--- src/hw/rtl/lfl_pkg.sv ---
// Loop filter level and limit control: shared types, constants and helpers.
// No dependencies; used by the interfaces, the top level and the checker.
`default_nettype none

package lfl_pkg;

    // Design limits
    localparam int MAX_LEVEL    = 63;
    localparam int NUM_SEGMENTS = 4;

    // Field widths
    localparam int LVL_W   = 6;   // lf_level / base_level
    localparam int LIM_W   = 6;   // interior_limit
    localparam int EDGE_W  = 8;   // mb / sub edge limits
    localparam int HEV_W   = 2;
    localparam int SHP_W   = 3;
    localparam int LANE_W  = 7;   // one packed signed level or delta
    localparam int PACK_W  = 4 * LANE_W;
    localparam int CFG_IDX_W = 3;
    localparam int CFG_DAT_W = PACK_W;
    localparam int SEG_W   = 2;

    // Internal level width: base + segment + ref + mode deltas, signed
    localparam int SUM_W   = LVL_W + 4;

    // Thresholds
    localparam int HEV_HI      = 40;
    localparam int HEV_MID     = 20;
    localparam int HEV_LO      = 15;
    localparam int LIM_CAP_TOP = 9;
    localparam int MB_EDGE_ADD = 2;

    typedef enum logic [CFG_IDX_W-1:0] {
        CFG_BASE_LEVEL     = 3'd0,
        CFG_SHARPNESS      = 3'd1,
        CFG_FRAME_IS_KEY   = 3'd2,
        CFG_SEGMENT_MODE   = 3'd3,
        CFG_SEGMENT_VALUES = 3'd4,
        CFG_DELTA_ENABLE   = 3'd5,
        CFG_REF_DELTAS     = 3'd6,
        CFG_MODE_DELTAS    = 3'd7
    } t_cfg_reg;

    typedef enum logic [1:0] {
        SEG_OFF   = 2'd0,
        SEG_DELTA = 2'd1,
        SEG_ABS   = 2'd2,
        SEG_ABS_X = 2'd3    // unused encoding, treated as absolute
    } t_seg_mode;

    typedef enum logic [1:0] {
        MODE_OTHER = 2'd0,
        MODE_BPRED = 2'd1,
        MODE_ZERO  = 2'd2,
        MODE_SPLIT = 2'd3
    } t_mode_class;

    typedef enum logic [1:0] {
        MDL_BPRED = 2'd0,
        MDL_ZERO  = 2'd1,
        MDL_OTHER = 2'd2,
        MDL_SPLIT = 2'd3
    } t_mode_lane;

    localparam logic [1:0] REF_INTRA = 2'd0;

    // Signed 7-bit entry idx of a packed word
    function automatic logic signed [LANE_W-1:0] lane7(input logic [PACK_W-1:0] packed_w,
                                                       input logic [1:0] idx);
        lane7 = signed'(packed_w[LANE_W*idx +: LANE_W]);
    endfunction

    function automatic logic [LVL_W-1:0] clamp_level(input logic signed [SUM_W-1:0] v);
        logic [LVL_W-1:0] res;
        if (v < 0) begin
            res = '0;
        end else if (v > SUM_W'(MAX_LEVEL)) begin
            res = LVL_W'(MAX_LEVEL);
        end else begin
            res = v[LVL_W-1:0];
        end
        clamp_level = res;
    endfunction

endpackage

`default_nettype wire

--- src/hw/rtl/lfl_if.sv ---
// Valid/ready channel interfaces: macroblock descriptor in, filter parameters out.
// Depends on lfl_pkg for field widths.
`default_nettype none

interface lfl_mb_if;
    logic                     valid;
    logic                     ready;
    logic [lfl_pkg::SEG_W-1:0] mb_segment;
    logic [1:0]               ref_idx;
    logic [1:0]               mode_class;
    logic                     has_coeffs;
    logic                     not_first_col;
    logic                     not_first_row;

    modport source (output valid, mb_segment, ref_idx, mode_class, has_coeffs,
                           not_first_col, not_first_row,
                    input  ready);
    modport sink   (input  valid, mb_segment, ref_idx, mode_class, has_coeffs,
                           not_first_col, not_first_row,
                    output ready);
endinterface

interface lfl_res_if;
    logic                       valid;
    logic                       ready;
    logic [lfl_pkg::LVL_W-1:0]  lf_level;
    logic [lfl_pkg::LIM_W-1:0]  interior_limit;
    logic [lfl_pkg::EDGE_W-1:0] mb_edge_limit;
    logic [lfl_pkg::EDGE_W-1:0] sub_edge_limit;
    logic [lfl_pkg::HEV_W-1:0]  hev_threshold;
    logic                       filter_left_edge;
    logic                       filter_top_edge;
    logic                       filter_inner_edges;

    modport source (output valid, lf_level, interior_limit, mb_edge_limit,
                           sub_edge_limit, hev_threshold, filter_left_edge,
                           filter_top_edge, filter_inner_edges,
                    input  ready);
    modport sink   (input  valid, lf_level, interior_limit, mb_edge_limit,
                           sub_edge_limit, hev_threshold, filter_left_edge,
                           filter_top_edge, filter_inner_edges,
                    output ready);
endinterface

`default_nettype wire

--- src/hw/rtl/loop_filter_level_and_limit_control.sv ---
// Loop filter level and limit control, top level.
// Pipeline: input register -> result register.
// Throughput: one macroblock per cycle; both stages advance together when the
// result register is free or being taken, so a stall backs up one stage at a time.
// Reset (sync, active low): pipeline empty; config regs to defaults (key frame = 1).
// Depends on lfl_pkg and lfl_if.
`default_nettype none

module loop_filter_level_and_limit_control (
    input  wire                              i_clk,
    input  wire                              i_rst_n,
    input  wire                              i_cfg_wr_en,
    input  wire [lfl_pkg::CFG_IDX_W-1:0]     i_cfg_index,
    input  wire [lfl_pkg::CFG_DAT_W-1:0]     i_cfg_wdata,
    lfl_mb_if.sink                           i_mb,
    lfl_res_if.source                        o_res
);

    // Configuration registers
    logic [lfl_pkg::LVL_W-1:0]  r_base_level;
    logic [lfl_pkg::SHP_W-1:0]  r_sharpness;
    logic                       r_frame_is_key;
    logic [1:0]                 r_segment_mode;
    logic [lfl_pkg::PACK_W-1:0] r_segment_values;
    logic                       r_delta_enable;
    logic [lfl_pkg::PACK_W-1:0] r_ref_deltas;
    logic [lfl_pkg::PACK_W-1:0] r_mode_deltas;

    always_ff @(posedge i_clk) begin
        if (!i_rst_n) begin
            r_base_level     <= '0;
            r_sharpness      <= '0;
            r_frame_is_key   <= 1'b1;
            r_segment_mode   <= '0;
            r_segment_values <= '0;
            r_delta_enable   <= 1'b0;
            r_ref_deltas     <= '0;
            r_mode_deltas    <= '0;
        end else if (i_cfg_wr_en) begin
            unique case (lfl_pkg::t_cfg_reg'(i_cfg_index))
                lfl_pkg::CFG_BASE_LEVEL:     r_base_level     <= i_cfg_wdata[lfl_pkg::LVL_W-1:0];
                lfl_pkg::CFG_SHARPNESS:      r_sharpness      <= i_cfg_wdata[lfl_pkg::SHP_W-1:0];
                lfl_pkg::CFG_FRAME_IS_KEY:   r_frame_is_key   <= i_cfg_wdata[0];
                lfl_pkg::CFG_SEGMENT_MODE:   r_segment_mode   <= i_cfg_wdata[1:0];
                lfl_pkg::CFG_SEGMENT_VALUES: r_segment_values <= i_cfg_wdata[lfl_pkg::PACK_W-1:0];
                lfl_pkg::CFG_DELTA_ENABLE:   r_delta_enable   <= i_cfg_wdata[0];
                lfl_pkg::CFG_REF_DELTAS:     r_ref_deltas     <= i_cfg_wdata[lfl_pkg::PACK_W-1:0];
                lfl_pkg::CFG_MODE_DELTAS:    r_mode_deltas    <= i_cfg_wdata[lfl_pkg::PACK_W-1:0];
                default: begin
                end
            endcase
        end
    end

    // Pipeline control
    logic r_s1_valid;
    logic r_o_valid;
    logic adv_out;
    logic adv_s1;

    assign adv_out    = !r_o_valid || o_res.ready;
    assign i_mb.ready = !r_s1_valid || adv_out;
    assign adv_s1     = i_mb.valid && i_mb.ready;

    // Input register
    logic [lfl_pkg::SEG_W-1:0] r_s1_seg;
    logic [1:0]                r_s1_ref;
    logic [1:0]                r_s1_mode;
    logic                      r_s1_coeffs;
    logic                      r_s1_col_ok;
    logic                      r_s1_row_ok;

    always_ff @(posedge i_clk) begin
        if (!i_rst_n) begin
            r_s1_valid <= 1'b0;
        end else if (i_mb.ready) begin
            r_s1_valid <= i_mb.valid;
        end
        if (adv_s1) begin
            r_s1_seg    <= i_mb.mb_segment;
            r_s1_ref    <= i_mb.ref_idx;
            r_s1_mode   <= i_mb.mode_class;
            r_s1_coeffs <= i_mb.has_coeffs;
            r_s1_col_ok <= i_mb.not_first_col;
            r_s1_row_ok <= i_mb.not_first_row;
        end
    end

    // Level computation
    logic [lfl_pkg::SEG_W-1:0]        seg_sel;
    logic [1:0]                       md_lane;
    logic signed [lfl_pkg::SUM_W-1:0] base_ext;
    logic signed [lfl_pkg::SUM_W-1:0] seg_val;
    logic signed [lfl_pkg::SUM_W-1:0] delta_sum;
    logic [lfl_pkg::LVL_W-1:0]        seg_level;
    logic [lfl_pkg::LVL_W-1:0]        n_level;
    logic [lfl_pkg::LIM_W-1:0]        n_lim;
    logic [3:0]                       lim_cap;
    logic [lfl_pkg::EDGE_W-1:0]       lvl_x2;
    logic [lfl_pkg::EDGE_W-1:0]       n_mb_edge;
    logic [lfl_pkg::EDGE_W-1:0]       n_sub_edge;
    logic [lfl_pkg::HEV_W-1:0]        n_hev;
    logic                             lvl_on;

    always_comb begin
        // out-of-range segment ids fall back to segment 0
        seg_sel = ({1'b0, r_s1_seg} >= (lfl_pkg::SEG_W+1)'(lfl_pkg::NUM_SEGMENTS)) ?
                  '0 : r_s1_seg;
        base_ext = signed'(lfl_pkg::SUM_W'(r_base_level));
        seg_val  = lfl_pkg::SUM_W'(lfl_pkg::lane7(r_segment_values, seg_sel));

        priority if (r_segment_mode == lfl_pkg::SEG_OFF) begin
            seg_level = r_base_level;
        end else if (r_segment_mode == lfl_pkg::SEG_DELTA) begin
            seg_level = lfl_pkg::clamp_level(base_ext + seg_val);
        end else begin
            seg_level = lfl_pkg::clamp_level(seg_val);
        end

        // intra only takes the bpred mode delta; inter bpred maps to other
        if (r_s1_ref == lfl_pkg::REF_INTRA) begin
            md_lane = lfl_pkg::MDL_BPRED;
        end else begin
            unique case (lfl_pkg::t_mode_class'(r_s1_mode))
                lfl_pkg::MODE_ZERO:  md_lane = lfl_pkg::MDL_ZERO;
                lfl_pkg::MODE_SPLIT: md_lane = lfl_pkg::MDL_SPLIT;
                default:             md_lane = lfl_pkg::MDL_OTHER;
            endcase
        end

        delta_sum = signed'(lfl_pkg::SUM_W'(seg_level))
                  + lfl_pkg::SUM_W'(lfl_pkg::lane7(r_ref_deltas, r_s1_ref));
        if (r_s1_ref != lfl_pkg::REF_INTRA || r_s1_mode == lfl_pkg::MODE_BPRED) begin
            delta_sum = delta_sum + lfl_pkg::SUM_W'(lfl_pkg::lane7(r_mode_deltas, md_lane));
        end

        n_level = r_delta_enable ? lfl_pkg::clamp_level(delta_sum) : seg_level;

        // Interior limit
        n_lim = lfl_pkg::LIM_W'(n_level);
        if (r_sharpness != '0) begin
            n_lim = n_lim >> 1;
        end
        if (r_sharpness > lfl_pkg::SHP_W'(4)) begin
            n_lim = n_lim >> 1;
        end
        lim_cap = 4'(lfl_pkg::LIM_CAP_TOP) - {1'b0, r_sharpness};
        if (r_sharpness != '0 && n_lim > lfl_pkg::LIM_W'(lim_cap)) begin
            n_lim = lfl_pkg::LIM_W'(lim_cap);
        end
        if (n_lim == '0) begin
            n_lim = lfl_pkg::LIM_W'(1);
        end

        lvl_x2     = lfl_pkg::EDGE_W'({n_level, 1'b0});
        n_sub_edge = lvl_x2 + lfl_pkg::EDGE_W'(n_lim);
        n_mb_edge  = n_sub_edge + lfl_pkg::EDGE_W'(2 * lfl_pkg::MB_EDGE_ADD);

        // HEV threshold
        if (n_level >= lfl_pkg::LVL_W'(lfl_pkg::HEV_HI)) begin
            n_hev = r_frame_is_key ? 2'd2 : 2'd3;
        end else if (!r_frame_is_key && n_level >= lfl_pkg::LVL_W'(lfl_pkg::HEV_MID)) begin
            n_hev = 2'd2;
        end else if (n_level >= lfl_pkg::LVL_W'(lfl_pkg::HEV_LO)) begin
            n_hev = 2'd1;
        end else begin
            n_hev = 2'd0;
        end

        lvl_on = (n_level != '0);
    end

    // Result register
    logic [lfl_pkg::LVL_W-1:0]  r_o_level;
    logic [lfl_pkg::LIM_W-1:0]  r_o_lim;
    logic [lfl_pkg::EDGE_W-1:0] r_o_mb_edge;
    logic [lfl_pkg::EDGE_W-1:0] r_o_sub_edge;
    logic [lfl_pkg::HEV_W-1:0]  r_o_hev;
    logic                       r_o_left;
    logic                       r_o_top;
    logic                       r_o_inner;

    always_ff @(posedge i_clk) begin
        if (!i_rst_n) begin
            r_o_valid <= 1'b0;
        end else if (adv_out) begin
            r_o_valid <= r_s1_valid;
        end
        if (adv_out && r_s1_valid) begin
            r_o_level    <= n_level;
            r_o_lim      <= n_lim;
            r_o_mb_edge  <= n_mb_edge;
            r_o_sub_edge <= n_sub_edge;
            r_o_hev      <= n_hev;
            r_o_left     <= lvl_on && r_s1_col_ok;
            r_o_top      <= lvl_on && r_s1_row_ok;
            r_o_inner    <= lvl_on && r_s1_coeffs;
        end
    end

    assign o_res.valid              = r_o_valid;
    assign o_res.lf_level           = r_o_level;
    assign o_res.interior_limit     = r_o_lim;
    assign o_res.mb_edge_limit      = r_o_mb_edge;
    assign o_res.sub_edge_limit     = r_o_sub_edge;
    assign o_res.hev_threshold      = r_o_hev;
    assign o_res.filter_left_edge   = r_o_left;
    assign o_res.filter_top_edge    = r_o_top;
    assign o_res.filter_inner_edges = r_o_inner;

endmodule

`default_nettype wire

--- src/flat_wrapper.sv ---
// flat-port wrapper written by rule: the top's interface ports become plain ports
module loop_filter_level_and_limit_control_flat 
  (i_clk, i_rst_n, i_cfg_wr_en, i_cfg_index, i_cfg_wdata, i_mb_valid, i_mb_mb_segment, i_mb_ref_idx, i_mb_mode_class, i_mb_has_coeffs, i_mb_not_first_col, i_mb_not_first_row, i_mb_ready, o_res_valid, o_res_lf_level, o_res_interior_limit, o_res_mb_edge_limit, o_res_sub_edge_limit, o_res_hev_threshold, o_res_filter_left_edge, o_res_filter_top_edge, o_res_filter_inner_edges, o_res_ready);
  lfl_mb_if i_mb_i ();
  lfl_res_if o_res_i ();
  input  wire i_clk;
  input  wire i_rst_n;
  input  wire i_cfg_wr_en;
  input  wire [lfl_pkg::CFG_IDX_W-1:0] i_cfg_index;
  input  wire [lfl_pkg::CFG_DAT_W-1:0] i_cfg_wdata;
  input wire logic [$bits(i_mb_i.valid)-1:0] i_mb_valid;
  input wire logic [$bits(i_mb_i.mb_segment)-1:0] i_mb_mb_segment;
  input wire logic [$bits(i_mb_i.ref_idx)-1:0] i_mb_ref_idx;
  input wire logic [$bits(i_mb_i.mode_class)-1:0] i_mb_mode_class;
  input wire logic [$bits(i_mb_i.has_coeffs)-1:0] i_mb_has_coeffs;
  input wire logic [$bits(i_mb_i.not_first_col)-1:0] i_mb_not_first_col;
  input wire logic [$bits(i_mb_i.not_first_row)-1:0] i_mb_not_first_row;
  output wire logic [$bits(i_mb_i.ready)-1:0] i_mb_ready;
  output wire logic [$bits(o_res_i.valid)-1:0] o_res_valid;
  output wire logic [$bits(o_res_i.lf_level)-1:0] o_res_lf_level;
  output wire logic [$bits(o_res_i.interior_limit)-1:0] o_res_interior_limit;
  output wire logic [$bits(o_res_i.mb_edge_limit)-1:0] o_res_mb_edge_limit;
  output wire logic [$bits(o_res_i.sub_edge_limit)-1:0] o_res_sub_edge_limit;
  output wire logic [$bits(o_res_i.hev_threshold)-1:0] o_res_hev_threshold;
  output wire logic [$bits(o_res_i.filter_left_edge)-1:0] o_res_filter_left_edge;
  output wire logic [$bits(o_res_i.filter_top_edge)-1:0] o_res_filter_top_edge;
  output wire logic [$bits(o_res_i.filter_inner_edges)-1:0] o_res_filter_inner_edges;
  input wire logic [$bits(o_res_i.ready)-1:0] o_res_ready;
  assign i_mb_i.valid = i_mb_valid;
  assign i_mb_i.mb_segment = i_mb_mb_segment;
  assign i_mb_i.ref_idx = i_mb_ref_idx;
  assign i_mb_i.mode_class = i_mb_mode_class;
  assign i_mb_i.has_coeffs = i_mb_has_coeffs;
  assign i_mb_i.not_first_col = i_mb_not_first_col;
  assign i_mb_i.not_first_row = i_mb_not_first_row;
  assign i_mb_ready = i_mb_i.ready;
  assign o_res_valid = o_res_i.valid;
  assign o_res_lf_level = o_res_i.lf_level;
  assign o_res_interior_limit = o_res_i.interior_limit;
  assign o_res_mb_edge_limit = o_res_i.mb_edge_limit;
  assign o_res_sub_edge_limit = o_res_i.sub_edge_limit;
  assign o_res_hev_threshold = o_res_i.hev_threshold;
  assign o_res_filter_left_edge = o_res_i.filter_left_edge;
  assign o_res_filter_top_edge = o_res_i.filter_top_edge;
  assign o_res_filter_inner_edges = o_res_i.filter_inner_edges;
  assign o_res_i.ready = o_res_ready;
  loop_filter_level_and_limit_control u_core (.i_clk(i_clk), .i_rst_n(i_rst_n), .i_cfg_wr_en(i_cfg_wr_en), .i_cfg_index(i_cfg_index), .i_cfg_wdata(i_cfg_wdata), .i_mb(i_mb_i), .o_res(o_res_i));
endmodule
--- config.mk ---
export PLATFORM = sky130hd
export DESIGN_NAME = loop_filter_level_and_limit_control_flat
export DESIGN_NICKNAME = d
export VERILOG_FILES = /design/src/hw/rtl/lfl_pkg.sv /design/src/hw/rtl/lfl_if.sv /design/src/hw/rtl/loop_filter_level_and_limit_control.sv /design/src/flat_wrapper.sv
export SDC_FILE = /design/constraint.sdc
export NUM_CORES = 1
export LEC_CHECK = 0
export BUFFER_PORTS_ARGS = -buffer_cell sky130_fd_sc_hd__buf_4
export CORE_MARGIN = 1
export CORE_UTILIZATION = 40
export DETAILED_ROUTE_END_ITERATION = 6
export GPL_TIMING_DRIVEN = 0
export HOLD_SLACK_MARGIN = 0.1
export SKIP_LAST_GASP = 1
export SYNTH_ARGS = -nofsm -noshare
export SYNTH_HDL_FRONTEND = slang
export SYNTH_SLANG_ARGS = --single-unit
--- constraint.sdc ---
create_clock -name i_clk -period 25.3 [get_ports i_clk]
set_input_delay 5.06 -clock i_clk [delete_from_list [all_inputs] [get_ports i_clk]]
set_output_delay 5.06 -clock i_clk [all_outputs]
set_load 0.005 [all_outputs]
=== Yosys cells after proc, flatten, opt, wreduce, memory -nomap -nowiden ===
Cells that the tools add are included.

* Register bits: 141
* Output and inout port bits: 35
* Input port bits: 45
* Logic and storage cells: 106

* Multipliers: 3
* Equality and inequality tests: 11
* Muxes and demuxes: 20
* Shift-type cells: 3
* $add $sub $neg: 6
* Reduce and logical (&&, ||, !) cells: 28
* Magnitude comparators: 11

{| class="wikitable"
|+ Operators with widths
! kind !! count
|-
| $shiftx A28 B6 Y7 || 3
|-
| $mux W6 || 13
|-
| $add A7 B7 Y8 || 2
|-
| $reduce_and A2 Y1 || 8
|-
| $mul A3 B2 Y5 const A || 3
|-
| $eq A3 B3 Y1 const B || 4
|-
| $gt A10 B7 Y1 const B || 1
|-
| $lt A10 B1 Y1 const B || 1
|-
| $mux W10 || 1
|-
| $add A8 B7 Y9 || 1
|-
| $add A7 B6 Y8 || 1
|-
| $add A8 B3 Y8 const B || 1
|-
| $gt A8 B7 Y1 const B || 1
|-
| $lt A8 B1 Y1 const B || 1
|-
| $gt A7 B7 Y1 const B || 1
|-
| $logic_and A1 B1 Y1 || 7
|-
| $lt A7 B1 Y1 const B || 1
|-
| $eq A3 B2 Y1 const B || 2
|-
| $ge A6 B4 Y1 const B || 1
|-
| $ge A6 B5 Y1 const B || 1
|-
| $ge A6 B6 Y1 const B || 1
|-
| $gt A6 B4 Y1 || 1
|-
| $logic_not A6 Y1 || 1
|-
| $mux W2 || 3
|-
| 14 further kinds || 22
|}

=== Logic depth before layout (Yosys ltp) ===
* Depth after elaboration: 24
* Depth in mapped cells: 55
* Gate-level depth less buffers: 52

=== Least setup slack after synthesis ===
No wires, ideal clock.

* Kind: input to output
* Start: input port o_res_ready
* End: output port i_mb_ready
* Path buffers: 0
* Data required time: 20.240 ns
* Slack: 14.897 ns
* Stages: 2
* Arrival: 5.343 ns
* Cell sequence: nor2b_1 -> nand2_1

* Word-level cells in the longest chain between the ends: 2

{| class="wikitable"
|+ Ends and longest elaborated chain
! element !! RTL line !! RTL
|-
| from (decl) || flat_wrapper.sv:28 || <nowiki>input wire logic [$bits(o_res_i.ready)-1:0] o_res_ready;</nowiki>
|-
| $logic_or A1 B1 Y1 || loop_filter_level_and_limit_control.sv:61 || <nowiki>assign adv_out = !r_o_valid || o_res.ready;</nowiki>
|-
| $logic_or A1 B1 Y1 || loop_filter_level_and_limit_control.sv:62 || <nowiki>assign i_mb.ready = !r_s1_valid || adv_out;</nowiki>
|-
| to (decl) || flat_wrapper.sv:18 || <nowiki>output wire logic [$bits(i_mb_i.ready)-1:0] i_mb_ready;</nowiki>
|}

Every way passes these cells.

=== Final worst setup path ===
* Start: register u_core.r_s1_seg[0] (netlist bit)
* End: register u_core.r_o_mb_edge, in the netlist u_core.o_res.mb_edge_limit[6] (data pin)

* Word-level cells in the longest chain between the ends: 24
* Elaborated cells between the ends (all ways): 30
* Classes of those cells: add/sub (5); mul (1); order compare (7); shift (1); mux (14); reduce/logical (2)

{| class="wikitable"
|+ Ends and longest elaborated chain
! element !! RTL line !! RTL
|-
| from (decl) || loop_filter_level_and_limit_control.sv:66 || <nowiki>logic [lfl_pkg::SEG_W-1:0] r_s1_seg;</nowiki>
|-
| from (signal assigned) || loop_filter_level_and_limit_control.sv:80 || <nowiki>r_s1_seg <= i_mb.mb_segment;</nowiki>
|-
| $mul A3 B2 Y5 * || lfl_pkg.sv:70 || <nowiki>lane7 = signed'(packed_w[LANE_W*idx +: LANE_W]);</nowiki>
|-
| $shiftx A28 B6 Y7 * || lfl_pkg.sv:70 ||
|-
| $add A7 B7 Y8 || loop_filter_level_and_limit_control.sv:115 || <nowiki>seg_level = lfl_pkg::clamp_level(base_ext + seg_val);</nowiki>
|-
| $gt A8 B7 Y1 || lfl_pkg.sv:77 || <nowiki>end else if (v > SUM_W'(MAX_LEVEL)) begin</nowiki>
|-
| $mux W6 || lfl_pkg.sv:77 ||
|-
| $mux W6 || lfl_pkg.sv:75 || <nowiki>if (v < 0) begin</nowiki>
|-
| $mux W6 * || loop_filter_level_and_limit_control.sv:114 || <nowiki>end else if (r_segment_mode == lfl_pkg::SEG_DELTA) begin</nowiki>
|-
| $mux W6 * || loop_filter_level_and_limit_control.sv:112 || <nowiki>priority if (r_segment_mode == lfl_pkg::SEG_OFF) begin</nowiki>
|-
| [... 7 more ...] || - ||
|-
| net u_core.n_level (one bit) || loop_filter_level_and_limit_control.sv:96 || <nowiki>logic [lfl_pkg::LVL_W-1:0] n_level;</nowiki>
|-
| [... 4 more ...] || - ||
|-
| $mux W6 * || loop_filter_level_and_limit_control.sv:148 || <nowiki>if (r_sharpness != '0 && n_lim > lfl_pkg::LIM_W'(lim_cap)) begin</nowiki>
|-
| $logic_not A6 Y1 || loop_filter_level_and_limit_control.sv:151 || <nowiki>if (n_lim == '0) begin</nowiki>
|-
| $mux W6 * || loop_filter_level_and_limit_control.sv:151 ||
|-
| net u_core.n_lim (one bit) || loop_filter_level_and_limit_control.sv:97 || <nowiki>logic [lfl_pkg::LIM_W-1:0] n_lim;</nowiki>
|-
| $add A7 B6 Y8 * || loop_filter_level_and_limit_control.sv:156 || <nowiki>n_sub_edge = lvl_x2 + lfl_pkg::EDGE_W'(n_lim);</nowiki>
|-
| net u_core.n_sub_edge (one bit) || loop_filter_level_and_limit_control.sv:101 || <nowiki>logic [lfl_pkg::EDGE_W-1:0] n_sub_edge;</nowiki>
|-
| $add A8 B3 Y8 * || loop_filter_level_and_limit_control.sv:157 || <nowiki>n_mb_edge = n_sub_edge + lfl_pkg::EDGE_W'(2 * lfl_pkg::MB_EDGE_ADD);</nowiki>
|-
| net u_core.n_mb_edge (one bit) || loop_filter_level_and_limit_control.sv:100 || <nowiki>logic [lfl_pkg::EDGE_W-1:0] n_mb_edge;</nowiki>
|-
| to (signal assigned) || loop_filter_level_and_limit_control.sv:192 || <nowiki>r_o_mb_edge <= n_mb_edge;</nowiki>
|-
| to (decl) || loop_filter_level_and_limit_control.sv:176 || <nowiki>logic [lfl_pkg::EDGE_W-1:0] r_o_mb_edge;</nowiki>
|}

Mark *: on every way through the listed nets, which the timed path passes. The rest lies on a longest branch.
A chain may end at the register's enable or synchronous reset.

==> key figures <==
Setup path
  • Worst r2r dst: u_core.o_res.mb_edge_limit[6]$_DFFE_PP_
  • Crit path launch type: register
  • R2r startpoint: u_core.r_s1_seg[0]$_DFFE_PP_
  • Buffers & Inverters on Critical Path: 6
  • CP Depth: 50
  • Largest stage delay, worst path: 670 ps
  • End of the critical path: u_core.o_res.mb_edge_limit[6]$_DFFE_PP_
  • CP delay by family, top: compound AO/OA/AOI/OAI gates
  • Setup CP Type: register to register
  • Crit Path Max Fanout: 8
  • Most common cell type on the critical path: a21oi_1
  • Setup crit start: u_core.r_s1_seg[0]$_DFFE_PP_
  • CP Data Arrival Time: 11620 ps
  • R2R Setup Slk: 13860 ps
  • Slowest stage cell, crit path: a311oi_1
  • Worst EP required: 25470 ps
  • Reg2Reg Depth: 50
  • Crit end category: register

Synthesis
  • Most numerous cell in the Yosys netlist: nand2_1
  • Sequential share of the synthesized area: 39.5%
  • Syn_nets: 939
  • Cell taking the most area after synthesis: dfxtp_1
  • #FFs+latches synth: 138
  • Mapped Cells: 859
  • Synth top area cells: dfxtp_1 (25%), edfxtp_1 (15%), nand2_1 (9.2%)
  • Post-synthesis area per instance: 9.29 sq um
  • Yosys cell types: 84
  • Mapped cell area: 0.00798 sq mm
  • Synth cell count leaders: nand2_1 (195), dfxtp_1 (99), a21boi_0 (86)
  • Synth Warn #: 0
  • Top FF cell, synth: dfxtp_1
  • Post-synth EDFFs: 39
  • Area share of the largest cell type after synthesis: 24.8%
  • Asr flop ratio synth: 0%

Finish
  • Multi-input gate area: 0.00438 sq mm
  • Util after Layout: 48.6%
  • FF/Latch Area: 0.00315 sq mm
  • Fill cell count: 1977
  • Final nets: 1035
  • P&R area growth vs syn: 19.0%
  • Antenna Diode Count: 0
  • Post-Layout Cell Count: 1233
  • Fraction of layout cells with a size suffix above 1: 17.9%

Timing
  • PnR worst setup slack: 13860 ps
  • Final Slew Violations: 0
  • F_max: 0.0874 GHz
  • Unrepaired setup endpoints after global routing: no
  • Slew @ Worst Pin: 1260 ps
  • Min cycle time layout: 11440 ps
  • Final TNS setup: 0 ps
  • Final period util: 45.2%
  • Final hold vios: 0
  • Slew Limit Headroom: 15.6%
  • Final setup fails: 0
  • Clk_skew: 7.23 ps

Floorplan
  • Die Wd: 143 microns
  • Number of placement rows: 51
  • Effective utilization at floorplan: 40.8%
  • Core Region: 0.0195 sq mm
  • IO Pins: 80
  • Die area: 0.0205 sq mm
  • Die Y: 143 microns

Clocking
  • Resized cells post-CTS: 0
  • Clock Path Buffers: 2
  • Hold_buf cts: 0
  • Reg clk slew, reported paths: 60 ps
  • H-tree levels: 4
  • Clock Latency Late Sink: 420 ps
  • Total CTS buffers: 17
  • CTS tree: built
  • Clock root buffer: clkbuf_16
  • Setup Buffers After CTS: 0
  • Clock sink total: 138

GRT
  • Gr ovfl total: 0
  • First-pass GRT wire length: 33.0 mm
  • Initial antenna violation count: 0
  • Pin count of the biggest net entering global routing: 22
  • Global Route Usage Sum: 21.5%
  • Vias in the first global route: 6044

Drt
  • Wl on met1: 9.85 mm
  • Metal3 WL: 673 microns
  • DRC viols: 0
  • Via Count: 6422
  • Initial DRC Count: 440
  • Pre-antenna DRT Iters: 5
  • WL per Instance: 17.1 microns
  • Met2 wire len: 10.2 mm
  • Post-DR vias/cell: 5.21
  • Detailed Route WL: 21.1 mm
  • Top sig layer: met4
  • ANT nets after route: 0

Outcome
  • Status: finished, final reports clean

Placed design
  • Dpl ws: 13970 ps
  • Placed Instances: 1201
  • GPL Wtd Cong: 0.806
  • PortBufs: 76
  • DPL Wire Length: 16.2 mm

Worst hold path
  • Worst hold path type: register to register

Pwr
  • Sequential share of power: 43.0%
  • VDD IR max: 46.6 uV
  • Cell leakage power: 0.00373 uW
  • Sw frac: 25.2%
  • Gate power share: 12.4%
  • Power Total: 556 uW
  • Power Density: 58.5 mW/mm^2
  • Clock power frac: 44.6%
  • Net Switching: 140 uW
  • Internal power: 415 uW

Run
  • Max_cap viols: 0
-- placed cells by master, fill, tap and decap left out, drive strengths merged, types with 5 or more instances in the layout --
| cell type | synthesis | routed |
|---|---|---|
| buf | 10 | 87 |
| nand3 | 10 | 10 |
| nor2 | 41 | 41 |
| mux4 | 13 | 13 |
| dfxtp | 99 | 99 |
| a21boi | 86 | 86 |
| xor2 | 8 | 8 |
| a21o | 12 | 12 |
| xnor2 | 9 | 9 |
| ha | 33 | 33 |
| inv | 27 | 31 |
| or2 | 7 | 7 |
| mux2i | 22 | 22 |
| nand2b | 5 | 5 |
| and3 | 5 | 5 |
| nand2 | 195 | 195 |
| o21a | 8 | 8 |
| and2 | 9 | 9 |
| edfxtp | 39 | 39 |
| clkbuf | 38 | 59 |
| o31ai | 5 | 5 |
| o21ai | 36 | 36 |
| nor2b | 19 | 19 |
| a21oi | 40 | 40 |
| o211ai | 5 | 5 |
| nor3 | 13 | 13 |
| a211oi | 5 | 5 |
-- worst min-delay path by stage --
stage / from / to / slack, ps / depth (start not counted)
floorplan: u_core.r_ref_deltas[13]$_SDFFE_PN0P_ / u_core.r_ref_deltas[13]$_SDFFE_PN0P_ / 440 / 2
global placement: u_core.r_ref_deltas[24]$_SDFFE_PN0P_ / u_core.r_ref_deltas[24]$_SDFFE_PN0P_ / 450 / 2
detailed placement: u_core.r_ref_deltas[24]$_SDFFE_PN0P_ / u_core.r_ref_deltas[24]$_SDFFE_PN0P_ / 450 / 2
CTS: u_core.r_ref_deltas[24]$_SDFFE_PN0P_ / u_core.r_ref_deltas[24]$_SDFFE_PN0P_ / 460 / 2
global route: u_core.r_ref_deltas[24]$_SDFFE_PN0P_ / u_core.r_ref_deltas[24]$_SDFFE_PN0P_ / 470 / 2
finish: u_core.r_segment_values[21]$_SDFFE_PN0P_ / u_core.r_segment_values[21]$_SDFFE_PN0P_ / 460 / 2
-- routing by layer --
metal  vias to the layer above  global-route usage (%)
met2                       129                    35.6
met5                         -                       0
met3                        29                    3.05
met4                         0                    7.61
li1                       3229                       -
met1                      3035                    28.6
-- sequential cells by signal (all words and copies together) (netlist names), 2 cells and up --
register	cells
u_core.o_res.mb_edge_limit	6
u_core.r_ref_deltas	28
u_core.o_res.hev_threshold	2
u_core.o_res.interior_limit	5
u_core.r_segment_values	28
u_core.r_mode_deltas	28
u_core.r_s1_mode	2
u_core.o_res.lf_level	6
u_core.r_s1_seg	2
u_core.r_base_level	6
u_core.r_sharpness	3
u_core.r_s1_ref	2
u_core.r_segment_mode	2
u_core.o_res.sub_edge_limit	8
-- final cells by class --
| class | count | area share [%] |
|---|---|---|
| clock buffer | 21 | 5.13 |
| inverter | 27 | 1.07 |
| tap | 265 | 3.49 |
| multi-input combinational | 645 | 46.2 |
| timing repair buffer | 77 | 6.17 |
| clock inverter | 11 | 1.13 |
| buffer | 49 | 3.65 |
| sequential | 138 | 33.2 |
-- cell families (layout without fill, tap and decap cells) --
kind of cell | Yosys count | after routing | synth area share, %
mux | 37 | 37 | 7.04
compound gates | 232 | 232 | 21.3
fa+ha+maj | 36 | 36 | 5.82
flops | 138 | 138 | 39.5
xor+xnor | 17 | 17 | 1.96
buf+inv | 76 | 185 | 5.62
simple gates | 323 | 323 | 18.8
-- power groups by stage --
stage               registers, uW  clock network [uW]  logic, uW
global placement              244                   0       67.8
detailed placement            244                   0       68.7
floorplan                     243                   0       42.3
global route                  240                 261       75.7
CTS                           239                 252       69.2
finish                        239                 248       68.9
-- tightest hold or removal path: cells and delay by family, from the launching register on --
family	cells	cell delay [ps]
AO/OA/AOI/OAI	1	60
flip-flops	1	300
AND/OR/NAND/NOR	1	40
-- metrics by stage --
| stage | hold WS (ps) | cell area (sq um) |
|---|---|---|
| after floorplan | 439 | 7980 |
| after global placement | 447 | 8880 |
| after detailed placement | 454 | 8900 |
| after CTS | 463 | 9500 |
| after global routing | 474 | 9500 |
| final | 461 | 9500 |
(Power assumes the default switching activity.)
